[config.mk]
export PLATFORM = sky130hd
export DESIGN_NAME = tag_varint_field_parser
export DESIGN_NICKNAME = d
export VERILOG_FILES = /design/src/rtl/tvfp_pkg.sv /design/src/rtl/tvfp_front.sv /design/src/rtl/tvfp_queue.sv /design/src/rtl/tvfp_back.sv /design/src/rtl/tag_varint_field_parser.sv
export SDC_FILE = /design/constraint.sdc
export NUM_CORES = 1
export LEC_CHECK = 0
export BUFFER_PORTS_ARGS = -buffer_cell sky130_fd_sc_hd__buf_2
export CAP_MARGIN = 20
export CORE_MARGIN = 8
export CORE_UTILIZATION = 55
export DETAILED_ROUTE_END_ITERATION = 16
export PLACE_DENSITY = 0.74
export SYNTH_ARGS = -nofsm -noshare
export SYNTH_HDL_FRONTEND = slang
export SYNTH_SLANG_ARGS = --single-unit
[constraint.sdc]
create_clock -name clk -period 6 [get_ports clk]
set_input_delay 0.9 -clock clk [delete_from_list [all_inputs] [get_ports clk]]
set_output_delay 0.9 -clock clk [all_outputs]
set_load 0.02 [all_outputs]
[src/rtl/tvfp_pkg.sv]
// ----------------------------------------------------------------------------
// tvfp_pkg
// Types and constants shared by the tag varint field parser modules.
// ----------------------------------------------------------------------------
package tvfp_pkg;

  localparam int QUEUE_DEPTH = 4;

  localparam logic [3:0] VARINT_GROUPS = 4'd5;
  localparam logic [2:0] FIXED_LAST    = 3'd7;

  localparam logic [2:0] WIRE_VARINT  = 3'd0;
  localparam logic [2:0] WIRE_FIXED64 = 3'd1;
  localparam logic [2:0] WIRE_LEN     = 3'd2;

  localparam logic [1:0] EV_VARINT   = 2'd0;
  localparam logic [1:0] EV_FIXED64  = 2'd1;
  localparam logic [1:0] EV_STR_LEN  = 2'd2;
  localparam logic [1:0] EV_STR_BYTE = 2'd3;

  typedef enum logic [2:0] {
    PH_KEY,
    PH_VARINT,
    PH_FIXED,
    PH_LEN,
    PH_PAYLOAD
  } phase_t;

  typedef enum logic [2:0] {
    OP_CLEAR,
    OP_VARINT,
    OP_FIXED,
    OP_LEN,
    OP_PAYLOAD
  } op_t;

  typedef struct packed {
    logic [7:0] byte_in;
    logic       last_byte;
  } in_item_t;

  typedef struct packed {
    logic [1:0]  event_kind;
    logic [4:0]  field_number;
    logic [63:0] field_value;
    logic        field_end;
  } out_item_t;

  // command from front end to back end
  typedef struct packed {
    op_t        op;
    logic [7:0] data;
    logic [2:0] idx;
    logic       acc_en;
    logic       emit;
    logic       fld_end;
    logic [4:0] field;
  } cmd_t;

endpackage

[src/rtl/tvfp_front.sv]
// ----------------------------------------------------------------------------
// tvfp_front
// Accepts bytes, tracks the wire-format phase and issues commands.
// ----------------------------------------------------------------------------
module tvfp_front (
  input  logic              clk,
  input  logic              rst_n,
  input  logic              accept,
  input  tvfp_pkg::in_item_t in_item,
  output logic              push,
  output tvfp_pkg::cmd_t    cmd
);
  import tvfp_pkg::*;

  phase_t     phase_r, phase_nxt;
  logic [4:0] field_r, field_nxt;
  logic [3:0] count_r, count_nxt;
  logic [7:0] rem_r, rem_nxt;
  logic [7:0] b;
  logic [2:0] wt;

  assign b  = in_item.byte_in;
  assign wt = b[2:0];

  always_comb begin
    phase_nxt = phase_r;
    if (accept) begin
      unique case (phase_r)
        PH_KEY: begin
          unique case (wt)
            WIRE_VARINT:  phase_nxt = PH_VARINT;
            WIRE_FIXED64: phase_nxt = PH_FIXED;
            WIRE_LEN:     phase_nxt = PH_LEN;
            default:      phase_nxt = PH_KEY;
          endcase
        end
        PH_VARINT: if (!b[7]) phase_nxt = PH_KEY;
        PH_FIXED: if (count_r[2:0] == FIXED_LAST) phase_nxt = PH_KEY;
        PH_LEN: phase_nxt = (b == 8'd0) ? PH_KEY : PH_PAYLOAD;
        PH_PAYLOAD: if (rem_r == 8'd1) phase_nxt = PH_KEY;
        default: phase_nxt = PH_KEY;
      endcase
      if (in_item.last_byte) phase_nxt = PH_KEY;
    end
  end

  always_comb begin
    push        = 1'b0;
    cmd.op      = OP_CLEAR;
    cmd.data    = b;
    cmd.idx     = count_r[2:0];
    cmd.acc_en  = 1'b0;
    cmd.emit    = 1'b0;
    cmd.fld_end = 1'b0;
    cmd.field   = field_r;
    field_nxt   = field_r;
    count_nxt   = count_r;
    rem_nxt     = rem_r;
    if (accept) begin
      unique case (phase_r)
        PH_VARINT: begin
          push        = 1'b1;
          cmd.op      = OP_VARINT;
          cmd.acc_en  = (count_r < VARINT_GROUPS);
          cmd.emit    = !b[7];
          cmd.fld_end = 1'b1;
          if (count_r < VARINT_GROUPS) count_nxt = count_r + 4'd1;
        end
        PH_FIXED: begin
          push        = 1'b1;
          cmd.op      = OP_FIXED;
          cmd.emit    = (count_r[2:0] == FIXED_LAST);
          cmd.fld_end = 1'b1;
          count_nxt   = count_r + 4'd1;
        end
        PH_LEN: begin
          push        = 1'b1;
          cmd.op      = OP_LEN;
          cmd.emit    = 1'b1;
          cmd.fld_end = (b == 8'd0);
          rem_nxt     = b;
        end
        PH_PAYLOAD: begin
          push        = 1'b1;
          cmd.op      = OP_PAYLOAD;
          cmd.emit    = 1'b1;
          cmd.fld_end = (rem_r == 8'd1);
          rem_nxt     = rem_r - 8'd1;
        end
        default: begin
          if (wt < 3'd3) begin
            push      = 1'b1;
            cmd.op    = OP_CLEAR;
            field_nxt = b[7:3];
            count_nxt = 4'd0;
          end
        end
      endcase
    end
  end

  always_ff @(posedge clk) begin
    if (!rst_n) begin
      phase_r <= PH_KEY;
      field_r <= '0;
      count_r <= '0;
      rem_r   <= '0;
    end else begin
      phase_r <= phase_nxt;
      field_r <= field_nxt;
      count_r <= count_nxt;
      rem_r   <= rem_nxt;
    end
  end

endmodule

[src/rtl/tvfp_queue.sv]
// ----------------------------------------------------------------------------
// tvfp_queue
// Small command FIFO between the front end and the back end.
// ----------------------------------------------------------------------------
module tvfp_queue #(
  parameter int DEPTH = tvfp_pkg::QUEUE_DEPTH
) (
  input  logic           clk,
  input  logic           rst_n,
  input  logic           push,
  input  tvfp_pkg::cmd_t push_cmd,
  input  logic           pop,
  output logic           full,
  output logic           q_valid,
  output tvfp_pkg::cmd_t q_cmd
);
  import tvfp_pkg::*;

  localparam int AW = (DEPTH > 1) ? $clog2(DEPTH) : 1;
  localparam int CW = $clog2(DEPTH + 1);

  cmd_t          mem_r [DEPTH];
  logic [AW-1:0] wr_ptr_r, wr_ptr_nxt;
  logic [AW-1:0] rd_ptr_r, rd_ptr_nxt;
  logic [CW-1:0] count_r, count_nxt;
  logic          do_push, do_pop;

  assign full    = (count_r == CW'(DEPTH));
  assign q_valid = (count_r != '0);
  assign q_cmd   = mem_r[rd_ptr_r];
  assign do_push = push && !full;
  assign do_pop  = pop && q_valid;

  always_comb begin
    wr_ptr_nxt = wr_ptr_r;
    rd_ptr_nxt = rd_ptr_r;
    count_nxt  = count_r;
    if (do_push) begin
      wr_ptr_nxt = (wr_ptr_r == AW'(DEPTH - 1)) ? '0 : wr_ptr_r + AW'(1);
    end
    if (do_pop) begin
      rd_ptr_nxt = (rd_ptr_r == AW'(DEPTH - 1)) ? '0 : rd_ptr_r + AW'(1);
    end
    if (do_push && !do_pop) begin
      count_nxt = count_r + CW'(1);
    end else if (do_pop && !do_push) begin
      count_nxt = count_r - CW'(1);
    end
  end

  always_ff @(posedge clk) begin
    if (!rst_n) begin
      wr_ptr_r <= '0;
      rd_ptr_r <= '0;
      count_r  <= '0;
    end else begin
      wr_ptr_r <= wr_ptr_nxt;
      rd_ptr_r <= rd_ptr_nxt;
      count_r  <= count_nxt;
    end
  end

  always_ff @(posedge clk) begin
    if (do_push) mem_r[wr_ptr_r] <= push_cmd;
  end

endmodule

[src/rtl/tvfp_back.sv]
// ----------------------------------------------------------------------------
// tvfp_back
// Executes commands: accumulates values and drives the result register.
// ----------------------------------------------------------------------------
module tvfp_back (
  input  logic               clk,
  input  logic               rst_n,
  input  logic               q_valid,
  input  tvfp_pkg::cmd_t     q_cmd,
  output logic               pop,
  input  logic               out_stall,
  output logic               out_valid,
  output tvfp_pkg::out_item_t out_data
);
  import tvfp_pkg::*;

  logic [63:0] acc_r, acc_nxt;
  logic        out_valid_r, out_valid_nxt;
  out_item_t   out_r, out_nxt;
  logic [6:0]  grp;
  logic [31:0] vsh;
  logic [63:0] fsh;

  assign grp = q_cmd.data[6:0];
  assign fsh = {56'd0, q_cmd.data} << {q_cmd.idx, 3'b000};

  always_comb begin
    unique case (q_cmd.idx)
      3'd0:    vsh = {25'd0, grp};
      3'd1:    vsh = {18'd0, grp, 7'd0};
      3'd2:    vsh = {11'd0, grp, 14'd0};
      3'd3:    vsh = {4'd0, grp, 21'd0};
      3'd4:    vsh = {grp[3:0], 28'd0};
      default: vsh = '0;
    endcase
  end

  assign pop = q_valid && (!q_cmd.emit || !out_valid_r || !out_stall);

  always_comb begin
    acc_nxt = acc_r;
    if (pop) begin
      unique case (q_cmd.op)
        OP_CLEAR:  acc_nxt = '0;
        OP_VARINT: if (q_cmd.acc_en) acc_nxt = acc_r | {32'd0, vsh};
        OP_FIXED:  acc_nxt = acc_r | fsh;
        default:   acc_nxt = acc_r;
      endcase
    end
  end

  always_comb begin
    out_nxt.field_number = q_cmd.field;
    out_nxt.field_end    = q_cmd.fld_end;
    unique case (q_cmd.op)
      OP_VARINT: begin
        out_nxt.event_kind  = EV_VARINT;
        out_nxt.field_value = {32'd0, acc_nxt[31:0]};
      end
      OP_FIXED: begin
        out_nxt.event_kind  = EV_FIXED64;
        out_nxt.field_value = acc_nxt;
      end
      OP_LEN: begin
        out_nxt.event_kind  = EV_STR_LEN;
        out_nxt.field_value = {56'd0, q_cmd.data};
      end
      default: begin
        out_nxt.event_kind  = EV_STR_BYTE;
        out_nxt.field_value = {56'd0, q_cmd.data};
      end
    endcase
  end

  always_comb begin
    out_valid_nxt = out_valid_r;
    if (pop && q_cmd.emit) begin
      out_valid_nxt = 1'b1;
    end else if (!out_stall) begin
      out_valid_nxt = 1'b0;
    end
  end

  always_ff @(posedge clk) begin
    if (!rst_n) begin
      acc_r       <= '0;
      out_valid_r <= 1'b0;
    end else begin
      acc_r       <= acc_nxt;
      out_valid_r <= out_valid_nxt;
    end
  end

  always_ff @(posedge clk) begin
    if (pop && q_cmd.emit) out_r <= out_nxt;
  end

  assign out_valid = out_valid_r;
  assign out_data  = out_r;

endmodule

[src/rtl/tag_varint_field_parser.sv]
// ----------------------------------------------------------------------------
// tag_varint_field_parser
// Tag-length-value wire-format byte parser: varint, fixed64 and string fields.
// ----------------------------------------------------------------------------
// Takes one byte per clock with no bubbles while the result side keeps up.
// Result-bearing bytes are queued as commands and registered onto out_data when
// popped. The front end keeps the parse phase, the back end keeps the
// accumulator and the result register, and a QUEUE_DEPTH-entry command FIFO
// between them sets how long in_stall stays low while out_stall is held.
// ----------------------------------------------------------------------------
module tag_varint_field_parser #(
  parameter int QUEUE_DEPTH = tvfp_pkg::QUEUE_DEPTH
) (
  input  logic                clk,
  input  logic                rst_n,
  input  logic                in_valid,
  output logic                in_stall,
  input  tvfp_pkg::in_item_t  in_data,
  output logic                out_valid,
  input  logic                out_stall,
  output tvfp_pkg::out_item_t out_data
);
  import tvfp_pkg::*;

  logic accept;
  logic push;
  logic pop;
  logic full;
  logic q_valid;
  cmd_t push_cmd;
  cmd_t q_cmd;

  assign in_stall = full;
  assign accept   = in_valid && !full;

  tvfp_front u_front (
    .clk     (clk),
    .rst_n   (rst_n),
    .accept  (accept),
    .in_item (in_data),
    .push    (push),
    .cmd     (push_cmd)
  );

  tvfp_queue #(
    .DEPTH (QUEUE_DEPTH)
  ) u_queue (
    .clk      (clk),
    .rst_n    (rst_n),
    .push     (push),
    .push_cmd (push_cmd),
    .pop      (pop),
    .full     (full),
    .q_valid  (q_valid),
    .q_cmd    (q_cmd)
  );

  tvfp_back u_back (
    .clk       (clk),
    .rst_n     (rst_n),
    .q_valid   (q_valid),
    .q_cmd     (q_cmd),
    .pop       (pop),
    .out_stall (out_stall),
    .out_valid (out_valid),
    .out_data  (out_data)
  );

endmodule

======== Yosys cells after proc, flatten, opt, wreduce, memory -nomap -nowiden ========
Memory sizes are Yosys's and may differ from the RTL's. A register that Yosys moved wholly into a read port is not among the register bits.
Index checks and enable logic that the tools add are counted.
storage, ports and cells
  bits of input ports ..................... 13
  bits in writable memories ............... 88
  memories kept ........................... 1
  bits in latches ......................... 0
  flip-flop bits (word level) ............. 164
  word-level logic and storage cells ...... 116
  bits in read-only memories .............. 0
operators by class
  muxes and demuxes ....................... 35
  divide/modulo/power cells ............... 0
  add/subtract/negate cells ............... 6
  bitwise gates (word level) .............. 4
  multiply operators ...................... 0
  shift operators ......................... 1
  reductions and logical operators ........ 31
  equal/unequal tests ..................... 23
  order comparisons ....................... 2
memories
  memory         depth  width  rd ports  clocked after memory_dff  write ports  line              RTL
  u_queue.mem_r  4      22     1         1                         1            tvfp_queue.sv:22  cmd_t mem_r [DEPTH];
operators by type and width
  operator            number
  $pmux 64 s3         1
  $pmux 32 s5         1
  $mux 64             2
  $pmux 64 s2         1
  $or 64x32->64       1
  $or 64x64->64       1
  $shl 8x6->64        1
  $mux 3              9
  $eq 3x2->1 const B  7
  $pmux 8 s2          1
  $pmux 3 s5          1
  $eq 3x1->1 const B  4
  $eq 3x3->1 const B  4
  $logic_not 3->1     4
  $pmux 2 s3          2
  $pmux 3 s4          1
  $pmux 4 s3          1
  $eq 8x1->1 const B  1
  $logic_not 8->1     1
  $mux 1              8
  $mux 2              4
  $mux 4              2
  $pmux 2 s4          1
  $reduce_and 4->1    2
  21 further kinds    41

======== Logic depth before layout (Yosys ltp) ========
Gate-level depths: netlist of the first run.
  depth after elaboration ................. 9
  depth in mapped cells ................... 11

======== Cells and area by module ========
A second synthesis of the first run with hierarchy kept.
second synthesis, totals
  cell total of the unflattened synthesis .. 885
  area, all modules ....................... 10801.6 sq um
by module, submodules not included
  module                   area an instance (sq um)  seq. area each (sq um)  times used  cells an instance
  tvfp_back                5688.0                    3463.3                  1           547
  tvfp_queue               3657.3                    2822.7                  1           165
  tvfp_front               1442.6                    400.4                   1           172
  tag_varint_field_parser  13.8                      0.0                     1           1

======== Worst setup path before layout of the first run ========
OpenSTA, ideal clock, no wires.
  path kind ............................... input to register
  start point ............................. input out_stall
  end point ............................... register u_back.out_r, in the netlist u_back.out_data[0], enable pin
  data arrival time ....................... 4460 ps
  setup time .............................. 503 ps
  cell stages on the path ................. 4
  setup slack ............................. 1037 ps
  buffers on the path ..................... 0
  path through ............................ and3b_1 a2bb2oi_1 nand2_1 nor2_1
between the ends
  word-level cells in the longest chain between the ends .. 4
RTL lines
  what                    line                           RTL
  start: declaration      tag_varint_field_parser.sv:20  input logic out_stall,
  $logic_not 1->1         tvfp_back.sv:38                assign pop = q_valid && (!q_cmd.emit || !out_valid_r || !out_stall);
  $logic_or 1x1->1        tvfp_back.sv:38
  $logic_and 1x1->1       tvfp_back.sv:38
  $logic_and 1x1->1       tvfp_back.sv:95                if (pop && q_cmd.emit) out_r <= out_nxt;
  end signal: assignment  tvfp_back.sv:95
  end: declaration        tvfp_back.sv:19                out_item_t out_r, out_nxt;
No other way between the ends.
A chain may end at the register's enable or synchronous reset.

==> results of run 1 <==
==> critical path, stage by stage, from the launching register on <==
cell                        delay, ns
sky130_fd_sc_hd__dfxtp_1         1.03
sky130_fd_sc_hd__mux2i_1         0.42
sky130_fd_sc_hd__a2bb2oi_1       0.34
sky130_fd_sc_hd__nand2_1         0.28
sky130_fd_sc_hd__nor2_4          0.73
sky130_fd_sc_hd__buf_4           0.46
==> cells by family (layout without fill, tap and decap cells) <==
group / after synthesis / after routing
buffers and inverters: 74 / 169
multiplexers: 29 / 29
adder cells (fa/ha/maj): 12 / 12
AND/OR/NAND/NOR: 237 / 237
XOR/XNOR: 4 / 4
flip-flops: 254 / 254
AO/OA/AOI/OAI: 218 / 218
==> synth_stat cells (3+ instances only) <==
cell	n
sky130_fd_sc_hd__a32oi_1	13
sky130_fd_sc_hd__nand2b_1	10
sky130_fd_sc_hd__mux4_2	21
sky130_fd_sc_hd__o31ai_1	5
sky130_fd_sc_hd__buf_6	3
sky130_fd_sc_hd__o21a_1	3
sky130_fd_sc_hd__a22oi_1	20
sky130_fd_sc_hd__o21ai_0	38
sky130_fd_sc_hd__nand3b_1	3
sky130_fd_sc_hd__edfxtp_1	160
sky130_fd_sc_hd__inv_1	25
sky130_fd_sc_hd__and3b_1	4
sky130_fd_sc_hd__nor2_1	73
sky130_fd_sc_hd__ha_1	11
sky130_fd_sc_hd__and2_1	8
sky130_fd_sc_hd__o22ai_1	10
sky130_fd_sc_hd__clkbuf_1	39
sky130_fd_sc_hd__or3_1	5
sky130_fd_sc_hd__a21o_1	3
sky130_fd_sc_hd__mux2i_1	7
sky130_fd_sc_hd__dfxtp_1	94
sky130_fd_sc_hd__xor2_1	4
sky130_fd_sc_hd__a31oi_1	6
sky130_fd_sc_hd__a21oi_1	103
sky130_fd_sc_hd__nor4_1	4
sky130_fd_sc_hd__nor3_1	11
sky130_fd_sc_hd__nand4_1	9
sky130_fd_sc_hd__nand2_1	58
sky130_fd_sc_hd__nand3_1	24
sky130_fd_sc_hd__or3b_2	4
sky130_fd_sc_hd__buf_2	5
sky130_fd_sc_hd__nor4_4	5
sky130_fd_sc_hd__a211oi_1	3
sky130_fd_sc_hd__nor2b_1	3
==> per-stage QoR <==
stage	hold WS [ns]	cells
6_report	0.4559	1157
5_1_grt	0.4744	1157
4_1_cts	0.4574	1152
3_5_place_dp	0.4433	1106
3_3_place_gp	0.4354	1106
2_1_floorplan	0.4233	828
==> power by group through the flow <==
stage	registers [mW]	clock network, mW	logic (mW)
floorplan	2.67	0	0.829
finish	2.37	1.59	1.60
detailed placement	2.41	0	1.59
CTS	2.38	1.62	1.59
global placement	2.41	0	1.57
global route	2.40	1.69	1.71
==> sequential cells by signal, summed over array words and instances, names as in the netlist, named ones only <==
register and flops:
u_front.field_r 5, u_back.acc_r 64, u_back.out_data 72, u_front.rem_r 8, u_queue.count_r 3, u_back.out_valid 1, u_queue.wr_ptr_r 2, u_front.count_r 4
u_front.phase_r 3, u_queue.mem_r 88, u_queue.rd_ptr_r 2
==> metal layers <==
| metal | track usage (%) | wire (um) | vias up |
|---|---|---|---|
| met5 | 0 | 0 | - |
| met4 | 6.173 | 523 | 0 |
| met3 | 4.116 | 1314 | 40 |
| met2 | 32.38 | 11000 | 232 |
| met1 | 23.31 | 9289 | 3338 |
| li1 | - | - | 3267 |
==> layout by cell type, fill, tap and decap left out, types with 3 or more instances in the layout <==
master	n
sky130_fd_sc_hd__edfxtp_1	160
sky130_fd_sc_hd__o31ai_1	5
sky130_fd_sc_hd__nand4_1	9
sky130_fd_sc_hd__buf_4	7
sky130_fd_sc_hd__nand2b_1	10
sky130_fd_sc_hd__o22ai_1	10
sky130_fd_sc_hd__and3b_1	4
sky130_fd_sc_hd__ha_1	11
sky130_fd_sc_hd__nor3_1	10
sky130_fd_sc_hd__mux4_2	21
sky130_fd_sc_hd__xor2_1	4
sky130_fd_sc_hd__a22oi_1	20
sky130_fd_sc_hd__a21oi_1	103
sky130_fd_sc_hd__nand3b_1	3
sky130_fd_sc_hd__mux2i_1	7
sky130_fd_sc_hd__inv_1	25
sky130_fd_sc_hd__nand3_1	24
sky130_fd_sc_hd__a31oi_1	5
sky130_fd_sc_hd__a211oi_1	3
sky130_fd_sc_hd__a21o_1	3
sky130_fd_sc_hd__or3_1	5
sky130_fd_sc_hd__or3b_2	4
sky130_fd_sc_hd__nand2_1	58
sky130_fd_sc_hd__a32oi_1	13
sky130_fd_sc_hd__clkbuf_16	26
sky130_fd_sc_hd__nor2_1	72
sky130_fd_sc_hd__dfxtp_1	94
sky130_fd_sc_hd__and2_1	8
sky130_fd_sc_hd__nor4_4	5
sky130_fd_sc_hd__clkbuf_8	6
sky130_fd_sc_hd__nor4_1	4
sky130_fd_sc_hd__clkbuf_1	4
sky130_fd_sc_hd__clkinv_2	5
sky130_fd_sc_hd__o21a_1	3
sky130_fd_sc_hd__nor2b_1	3
sky130_fd_sc_hd__buf_2	86
sky130_fd_sc_hd__o21ai_0	38
==> layout make-up <==
cell class / count / area share (%)
clock buffer: 36 / 6.319
clock inverter: 10 / 0.9193
inverter: 26 / 0.8242
multi-input combinational: 500 / 28.23
sequential: 254 / 56.47
tap: 234 / 2.473
timing repair buffer: 97 / 4.765
==> path summary, 6_finish.rpt <==
| path | startpoint | to | slack [ns] | depth (start not counted) |
|---|---|---|---|---|
| setup / recovery | flop | u_back.out_data[66] | 2.37 | 5 |
| hold / removal | u_back.acc_r[56] | u_back.acc_r[56] | 0.46 | 2 |
| setup reg to reg | flop | u_back.out_data[66] | 2.37 | 5 |
| hold reg to reg | u_back.acc_r[56] | u_back.acc_r[56] | 0.46 | 2 |
==> results.yml, run 1 <==
run_status:
  run_status: "finished clean"
global_route:
  grt_max_degree: 55
  grt_pass1_wl_um: 36000
  gr-usage-all-layers_pct: 18.85
  grt_antenna_before_repair: 0
  grt_pass1_vias: 6799
  grt.overflow.total: 0
detailed_routing:
  detail_route.drc_violations: 0
  drt_pre_antenna_iters: 5
  routed-via-count: 6877
  wl_um: 22120
  antenna_violating_nets_left: 0
  detail_route.iter0.violations: 422
  post_drt_wl_per_cell_um: 19.12
  routed_via_density: 5.944
pwr:
  clkPwrFrac_pct: 28.7
  power.sequential.fraction_pct: 42.6
  static-leakage-power_nw: 4.035
  switchingPower_mw: 1.906
  p_per_area_nw_per_um2: 469.3
  peakVddDrop_uv: 245.3
  cellInternalPower_mw: 3.651
  total_power_mw: 5.557
  power.share.combinational_pct: 28.7
  sw_frac_of_total_pct: 34.31
finish:
  fill_cells: 1413
  area_growth_pct: 14.84
  fin_area_um2: 11840
  multi_input_comb_area_um2: 3343
  final_core_utilization_pct: 63.73
  ff_latch_area_um2: 6686
  fin_nets: 929
  diodes: 0
  drive_above_1_share_pct: 19.93
sta:
  skew_ns: 0.01965
  timing.slew.headroom_pct: 28.23
  grt_setup_unrepaired: "false"
  final.setup.worst_slack_ns: 2.365
  final_worst_path_cycle_share_pct: 60.58
  peak_clock_frequency_supported_by_timing_ghz: 0.2751
  min_period_ns: 3.635
  final-setup-viol-count: 0
  finalHoldViolations: 0
  final_tns_setup_ns: 0
  tightest_slew_ns: 1.075
  timing_max_transition_violations_final: 0
yosys:
  postSynthAreaPerCell_um2: 12.45
  ys_async_sr_fraction_pct: 0
  mappedNetlistArea_um2: 10310
  flops_latches_synth: 254
  synth_cells: 828
  synth_sequential_area_ratio_pct: 64.85
  yosys_warnings: 0
  fraction_of_synthesized_area_in_multiplexers_pct: 5.376
  synth_nets: 853
  synth_top_family_by_area: "compound AO/OA/AOI/OAI gates"
  synth_top_area_share_pct: 46.60
  synth_simple_gate_area_share_pct: 12.18
  synth_adder_area_share_pct: 1.529
  synth_top_cell_by_area: "sky130_fd_sc_hd__edfxtp_1"
  synth-main-ff-cell: "sky130_fd_sc_hd__edfxtp_1"
  synth_cell_types: 60
  post_synth_xor_area_fraction_pct: 0.3398
  synth.top_cells.by_area: "sky130_fd_sc_hd__edfxtp_1 47%, sky130_fd_sc_hd__dfxtp_1 18%, sky130_fd_sc_hd__a21oi_1 5.0%, sky130_fd_sc_hd__mux4_2 4.6%, sky130_fd_sc_hd__nor2_1 2.7%"
  synth_compound_gate_area_share_pct: 12.75
  synth-edff-count: 160
cts:
  clock_tree_from_tritoncts: "yes"
  clkSinkCount: 254
  maximum_clock_path_buffer_count: 3
  cts-htree-levels: 1
  number_of_buffers_inserted_to_repair_setup_after_cts: 0
  cts_root_buf: "sky130_fd_sc_hd__clkbuf_16"
  tritoncts.num_buffers: 25
  post_cts_hold_buffer_count: 0
  clock_latency_ns: 0.52
  resized_after_cts: 0
  worst_setup_hold_path_clk_slew_ns: 0.06
worst_setup_path:
  crit_path_arrival_time_ns: 3.81
  end_kind: "flop"
  crit_fanout: 32
  criticalPathCategory: "flop to flop"
  cp-start-kind: "flop"
  cp.required_ns: 6.18
floorplanning:
  design.core.area_um2: 18580
  initial_utilization_pct: 55.49
  die_x_um: 152.9
  design.portCount: 87
  floorplan.die_area_um2: 23380
  chipHeight_um: 152.9
  rows: 50
placement:
  placedInstanceArea_um2: 10900
  detailedPlace.worstSlack_ns: 2.321
  place.gp.congestion: 0.7933
  port_buffers: 86
  half_perimeter_wire_length_after_detailed_placement_um: 14040
min_path:
  worst_hold_path_type: "flop to flop"
job:
  cap_viol_max_count: 0
Power figures use the tool's default switching activity.
==> inputs of run 2 (changes only) <==
--- a/config.mk
+++ b/config.mk
@@ -5,12 +5,13 @@
 export SDC_FILE = /design/constraint.sdc
 export NUM_CORES = 1
 export LEC_CHECK = 0
+export ABC_AREA = 1
 export BUFFER_PORTS_ARGS = -buffer_cell sky130_fd_sc_hd__buf_2
 export CAP_MARGIN = 20
 export CORE_MARGIN = 8
-export CORE_UTILIZATION = 55
+export CORE_UTILIZATION = 54
 export DETAILED_ROUTE_END_ITERATION = 16
-export PLACE_DENSITY = 0.74
+export PLACE_DENSITY = 0.76
 export SYNTH_ARGS = -nofsm -noshare
 export SYNTH_HDL_FRONTEND = slang
 export SYNTH_SLANG_ARGS = --single-unit
==> constraint.sdc (replaced) <==
create_clock -name clk -period 3 [get_ports clk]
set_input_delay 0.45 -clock clk [delete_from_list [all_inputs] [get_ports clk]]
set_output_delay 0.45 -clock clk [all_outputs]
set_load 0.02 [all_outputs]
==> run 2 against run 1 <==
  * Fmax is 36% higher
  * Total power is 140% higher
  * Largest cell class unchanged
  * Clock power up 99%
  * Clock skew down 0.0023 ns
  * Routed wire length increased by 19%
  * Synthesized area rose by 8.7%
  * Synthesized cell count is 50% higher
  * Non-clock buffer count grew 21
  * Largest power group is now combinational cells
==> results.yml, run 2 <==
run_status:
  run_status: "finished clean"
finish:
  finish.cell_count_without_fillers: 1621
  largest_register_ffs: 88
  final_core_utilization_pct: 62.91
  layout.cells.most_common_list: "337 x sky130_fd_sc_hd__nand2_1, 160 x sky130_fd_sc_hd__edfxtp_1, 132 x sky130_fd_sc_hd__a21oi_1, 109 x sky130_fd_sc_hd__nand3_1, 98 x sky130_fd_sc_hd__inv_1"
  drive_above_1_share_pct: 14.66
  most_common_library_cell_in_the_layout_ignoring_fill_and_taps: "sky130_fd_sc_hd__nand2_1"
  diodes: 0
  fill_cells: 1687
  top_register: "u_queue.mem_r"
  area_growth_pct: 13.98
  fin_nets: 1358
  multi_input_comb_area_um2: 3765
  ff_latch_area_um2: 6686
sta:
  final_worst_path_cycle_share_pct: 89.14
  final.setup.worst_slack_ns: 0.3258
  grt_setup_unrepaired: "false"
  finalHoldViolations: 0
  peak_clock_frequency_supported_by_timing_ghz: 0.3739
  whs_ns: 0.1828
  timing.slew.headroom_pct: 31.04
  final_tns_setup_ns: 0
  tightest_slew_ns: 1.034
  final-setup-viol-count: 0
  timing_max_transition_violations_final: 0
  skew_ns: 0.01736
  min_period_ns: 2.674
min_path:
  worst_hold_path_type: "input pin to flop"
  min_delay_path_depth: 1
worst_setup_path:
  cp.required_ns: 3.26
  crit_fanout: 29
  crit_path_arrival_time_ns: 2.93
  criticalPathCategory: "flop to flop"
  worst_r2r_path_depth: 9
  r2r_end: "u_back.out_data[60]"
  end_kind: "flop"
  reg2reg_setup_slack_ns: 0.33
  cp-start-kind: "flop"
  critical_path.endpoint: "u_back.out_data[60]"
floorplanning:
  initial_utilization_pct: 55.20
  floorplan.die_area_um2: 25610
  design.portCount: 87
  rows: 52
  design.core.area_um2: 20300
  chipHeight_um: 160.0
  die_x_um: 160.0
cts:
  clock_latency_ns: 0.53
  post_cts_hold_buffer_count: 0
  cts-htree-levels: 1
  maximum_clock_path_buffer_count: 3
  tritoncts.num_buffers: 26
  resized_after_cts: 0
  worst_setup_hold_path_clk_slew_ns: 0.06
  cts_root_buf: "sky130_fd_sc_hd__clkbuf_16"
  clkSinkCount: 254
  clock_tree_from_tritoncts: "yes"
  number_of_buffers_inserted_to_repair_setup_after_cts: 0
global_route:
  grt_pass1_wl_um: 42900
  gr-usage-all-layers_pct: 20.15
  grt_max_degree: 53
  grt_antenna_before_repair: 0
  grt_pass1_vias: 8275
  grt.overflow.total: 0
detailed_routing:
  wl_um: 26370
  detail_route.drc_violations: 0
  routed_via_density: 5.463
  antenna_violating_nets_left: 0
  routed-via-count: 8856
  post_drt_wl_per_cell_um: 16.27
  detail_route.iter0.violations: 745
  drt_pre_antenna_iters: 5
job:
  cap_viol_max_count: 0
placement:
  place.gp.congestion: 0.9222
  detailedPlace.worstSlack_ns: 0.3899
  place.detailed.instances: 1575
  port_buffers: 86
  half_perimeter_wire_length_after_detailed_placement_um: 17550
yosys:
  synth_nets: 1268
  synth_cells: 1243
  post-synth-top-count-cell: "sky130_fd_sc_hd__nand2_1"
  synth_sequential_area_ratio_pct: 59.68
  yosys-top-cells-count: "337 x sky130_fd_sc_hd__nand2_1, 160 x sky130_fd_sc_hd__edfxtp_1, 132 x sky130_fd_sc_hd__a21oi_1"
  mappedNetlistArea_um2: 11200
  postSynthAreaPerCell_um2: 9.014
  synth.top_cells.by_area: "sky130_fd_sc_hd__edfxtp_1 43%, sky130_fd_sc_hd__dfxtp_1 17%, sky130_fd_sc_hd__nand2_1 11%, sky130_fd_sc_hd__a21oi_1 5.9%, sky130_fd_sc_hd__nand3_1 4.9%"
  yosys_warnings: 0
  ys_async_sr_fraction_pct: 0
  synth_cell_types: 40
  synth-edff-count: 160
  synth-main-ff-cell: "sky130_fd_sc_hd__edfxtp_1"
  synth_top_cell_by_area: "sky130_fd_sc_hd__edfxtp_1"
  synth_top_area_share_pct: 42.88
  flops_latches_synth: 254
pwr:
  peakVddDrop_uv: 656.8
  static-leakage-power_nw: 5.228
  p_per_area_nw_per_um2: 1033
[run 2: per-stage QoR]
| step | instance area [um^2] | power [mW] |
|---|---|---|
| after CTS | 12770 | 13.23 |
| after detailed placement | 11930 | 10.08 |
| final | 12770 | 13.20 |
| after floorplan | 11210 | 8.489 |
| after global routing | 12770 | 13.92 |
| after global placement | 11930 | 9.971 |
[run 2: critical path, stage by stage, from the launching register on]
cell and delay (ns):
sky130_fd_sc_hd__dfxtp_1 0.33, sky130_fd_sc_hd__buf_4 0.33, sky130_fd_sc_hd__nand3_1 0.12, sky130_fd_sc_hd__nand2_1 0.25, sky130_fd_sc_hd__buf_4 0.21, sky130_fd_sc_hd__clkinv_1 0.43, sky130_fd_sc_hd__nand2_1 0.36, sky130_fd_sc_hd__inv_1 0.18
sky130_fd_sc_hd__nand3_1 0.12, sky130_fd_sc_hd__a21oi_1 0.08
[run 2: area by class of cell]
class                   count  share of cell area [%]
multi-input cells         810                   29.48
inverters                 123                   3.645
clock inverters            14                   1.107
repair buffers            118                   5.251
clock buffers              32                   5.516
well taps                 270                   2.645
flip-flops and latches    254                   52.36
[run 2: report_power, final]
group	switching, mW	internal (mW)
Sequential	0.228	4.64
Combinational	3.92	1.24
Clock	1.32	1.85
Total	5.47	7.73
[run 2: kinds of logic after synthesis]
family / synth area share [%]
simple gates: 22.78
xor+xnor: 0.2345
fa+ha+maj: 1.407
flops: 59.68
compound gates: 9.179
buf+inv: 6.722
[run 2: per-layer routing]
layer | vias up | global-route usage (%) | routed length [um]
met4 | 0 | 6.839 | 785
met1 | 4110 | 26.06 | 11260
li1 | 4344 | - | -
met3 | 59 | 3.368 | 1841
met2 | 343 | 33.76 | 12480
met5 | - | 0 | 0
[run 2: how the worst min path moves through the flow]
stage	startpoint	endpoint
2_1_floorplan	u_back.acc_r[51]	u_back.acc_r[51]
3_3_place_gp	u_back.acc_r[6]	u_back.acc_r[6]
3_5_place_dp	u_back.acc_r[0]	u_back.acc_r[0]
4_1_cts	in_data[7]	u_queue.mem_r[2][17]
5_1_grt	in_data[6]	u_queue.mem_r[2][16]
6_report	in_data[7]	u_queue.mem_r[0][17]
==> inputs of run 3 (changes only) <==
--- a/config.mk
+++ b/config.mk
@@ -14,4 +14,5 @@
 export PLACE_DENSITY = 0.76
 export SYNTH_ARGS = -nofsm -noshare
 export SYNTH_HDL_FRONTEND = slang
+export SYNTH_HIERARCHICAL = 1
 export SYNTH_SLANG_ARGS = --single-unit
==> run 3 against run 2 <==
  * Cell count down 5.8%
  * Fmax shrank 2.1%
  * Routed wire length shrank 14%
  * Sequential power hardly changed
  * Clock power about the same
  * Combinational power decreased by 7.6%
  * First-iteration DRC count decreased by 22%
  * Via count down 9.5%
  * Highest routed layer unchanged
==> results.yml, run 3 <==
cts:
  clock_tree_from_tritoncts: "yes"
  post_cts_hold_buffer_count: 0
  cts-htree-levels: 1
  clock_latency_ns: 0.53
  cts_root_buf: "sky130_fd_sc_hd__clkbuf_16"
  number_of_buffers_inserted_to_repair_setup_after_cts: 0
  clkSinkCount: 254
  maximum_clock_path_buffer_count: 3
  tritoncts.num_buffers: 26
  worst_setup_hold_path_clk_slew_ns: 0.06
  resized_after_cts: 0
finish:
  multi_input_comb_area_um2: 3481
  most_common_library_cell_in_the_layout_ignoring_fill_and_taps: "sky130_fd_sc_hd__nand2_1"
  ff_latch_area_um2: 6686
  fill_cells: 1637
  top_register: "u_queue/mem_r"
  fin_nets: 1262
  layout.cells.most_common_list: "276 x sky130_fd_sc_hd__nand2_1, 160 x sky130_fd_sc_hd__edfxtp_1, 152 x sky130_fd_sc_hd__nor2_1, 122 x sky130_fd_sc_hd__a21oi_1, 94 x sky130_fd_sc_hd__dfxtp_1"
  largest_register_ffs: 88
  drive_above_1_share_pct: 14.80
  diodes: 0
  area_growth_pct: 13.96
pwr:
  peakVddDrop_uv: 532.8
  static-leakage-power_nw: 4.786
  p_per_area_nw_per_um2: 1038
detailed_routing:
  routedLengthMet1_um: 9895
  routed_via_density: 5.246
  met3WireLength_um: 1389
  detail_route.drc_violations: 0
  wl_um: 22600
  routed.top_layer: "met4"
  routed-via-count: 8011
  routed_length_on_met2_um: 10770
  antenna_violating_nets_left: 0
  drt_pre_antenna_iters: 5
  detail_route.iter0.violations: 583
  post_drt_wl_per_cell_um: 14.80
floorplanning:
  initial_utilization_pct: 54.30
  rows: 52
  die_x_um: 157.7
  chipHeight_um: 157.7
  design.core.area_um2: 19970
  floorplan.die_area_um2: 24880
  design.portCount: 87
global_route:
  grt_max_degree: 73
  grt.overflow.total: 0
  gr-usage-all-layers_pct: 17.92
  grt_pass1_wl_um: 36160
  grt_pass1_vias: 7577
  grt_antenna_before_repair: 0
yosys:
  post-synth-top-count-cell: "sky130_fd_sc_hd__nand2_1"
  postSynthAreaPerCell_um2: 9.414
  synth_cell_types: 33
  yosys-top-cells-count: "276 x sky130_fd_sc_hd__nand2_1, 160 x sky130_fd_sc_hd__edfxtp_1, 153 x sky130_fd_sc_hd__nor2_1"
  synth_cells: 1152
  synth_top_cell_by_area: "sky130_fd_sc_hd__edfxtp_1"
  synth-edff-count: 160
  yosys_warnings: 6
  synth_top_area_share_pct: 44.30
  synth.top_cells.by_area: "sky130_fd_sc_hd__edfxtp_1 44%, sky130_fd_sc_hd__dfxtp_1 17%, sky130_fd_sc_hd__nand2_1 9.6%, sky130_fd_sc_hd__a21oi_1 5.6%, sky130_fd_sc_hd__nor2_1 5.3%"
  mappedNetlistArea_um2: 10850
  synth_nets: 1177
  synth-main-ff-cell: "sky130_fd_sc_hd__edfxtp_1"
  ys_async_sr_fraction_pct: 0
  flops_latches_synth: 254
  synth_sequential_area_ratio_pct: 61.65
worst_setup_path:
  cp.required_ns: 3.43
  crit-reg2reg-launch: "u_queue/count_r[0]"
  end_kind: "flop"
  r2r_end: "u_queue/count_r[2]"
  cp-start-kind: "flop"
  crit_path_arrival_time_ns: 3.16
  crit_fanout: 6
  critical_path.endpoint: "u_queue/count_r[2]"
  criticalPathCategory: "flop to flop"
  cp-startpoint: "u_queue/count_r[0]"
  worst_r2r_path_depth: 17
  reg2reg_setup_slack_ns: 0.27
sta:
  final-setup-viol-count: 0
  skew_ns: 0.01244
  finalHoldViolations: 0
  timing.slew.headroom_pct: 60.67
  final.setup.worst_slack_ns: 0.2688
  peak_clock_frequency_supported_by_timing_ghz: 0.3661
  final_worst_path_cycle_share_pct: 91.04
  timing_max_transition_violations_final: 0
  final_tns_setup_ns: 0
  grt_setup_unrepaired: "false"
  tightest_slew_ns: 0.5845
  min_period_ns: 2.731
placement:
  detailedPlace.worstSlack_ns: 0.2862
  place.gp.congestion: 0.9041
  port_buffers: 86
  half_perimeter_wire_length_after_detailed_placement_um: 15060
job:
  cap_viol_max_count: 0
run_status:
  run_status: "finished clean"
min_path:
  worst_hold_path_type: "input pin to flop"
run 3: worst min-delay path by stage:
stage | start | end | slack, ns | depth (start not counted)
2_1_floorplan | u_front/rem_r[7] | u_front/rem_r[7] | 0.44 | 2
3_3_place_gp | u_front/rem_r[7] | u_front/rem_r[7] | 0.45 | 2
3_5_place_dp | u_front/rem_r[7] | u_front/rem_r[7] | 0.46 | 2
4_1_cts | out_stall | u_back/out_valid | 0.20 | 5
5_1_grt | in_data[5] | u_queue/mem_r[1][15] | 0.21 | 1
6_report | out_stall | u_back/out_valid | 0.22 | 5
run 3: per-stage QoR:
stage	hold slack [ns]	cell area, um^2	util [%]	instances	power (mW)
after CTS	0.1953	12360	61.88	1527	12.89
after global placement	0.4514	11510	57.61	1479	9.647
after global routing	0.2137	12360	61.88	1527	13.54
after floorplan	0.4392	10850	-	1152	8.326
final	0.2178	12360	61.88	1527	12.83
after detailed placement	0.4553	11510	57.61	1479	9.727
run 3: worst max-delay path: stages (launching register included):
cell and delay [ns]:
sky130_fd_sc_hd__dfxtp_1 0.38, sky130_fd_sc_hd__nor2_1 0.07, sky130_fd_sc_hd__nand2_1 0.16, sky130_fd_sc_hd__inv_1 0.09
sky130_fd_sc_hd__nor2_2 0.21, sky130_fd_sc_hd__inv_1 0.14, sky130_fd_sc_hd__a21oi_1 0.34, sky130_fd_sc_hd__nand2_1 0.19
sky130_fd_sc_hd__inv_1 0.09, sky130_fd_sc_hd__ha_1 0.17, sky130_fd_sc_hd__inv_1 0.07, sky130_fd_sc_hd__fa_1 0.39
sky130_fd_sc_hd__inv_1 0.07, sky130_fd_sc_hd__nand2_1 0.06, sky130_fd_sc_hd__nand3_1 0.08, sky130_fd_sc_hd__nand2_1 0.05
sky130_fd_sc_hd__inv_1 0.04, sky130_fd_sc_hd__nor2_1 0.03
run 3: report_power, final:
| part | leakage [nW] | switching, mW | internal, mW |
|---|---|---|---|
| registers | 2.27 | 0.262 | 4.64 |
| logic | 2.12 | 3.47 | 1.29 |
| clock network | 0.398 | 1.28 | 1.88 |
| total | 4.79 | 5.01 | 7.81 |
run 3: kinds of logic (layout without fill, tap and decap cells):
logic type / count (synthesis) / in the layout / synth area share [%]
DFF: 254 / 254 / 61.65
and+or+nand+nor: 521 / 521 / 19.70
xor gates and xnor gates: 2 / 2 / 0.1615
adders and majority gates: 12 / 12 / 1.454
AOI/OAI and AO/OA: 226 / 226 / 10.75
buffers and inverters: 137 / 242 / 6.276
run 3: final cells by class:
type | instances | area share [%]
flip-flops and latches | 254 | 54.10
multi-input cells | 761 | 28.16
clock buffers | 38 | 5.963
repair buffers | 117 | 5.669
well taps | 270 | 2.733
inverters | 77 | 2.440
clock inverters | 10 | 0.9314
run 3: metal layers:
metal | track usage (%) | vias to the layer above
met5 | 0 | -
met4 | 6.618 | 0
met3 | 2.948 | 39
met2 | 31.14 | 224
met1 | 22.07 | 3716
li1 | - | 4032
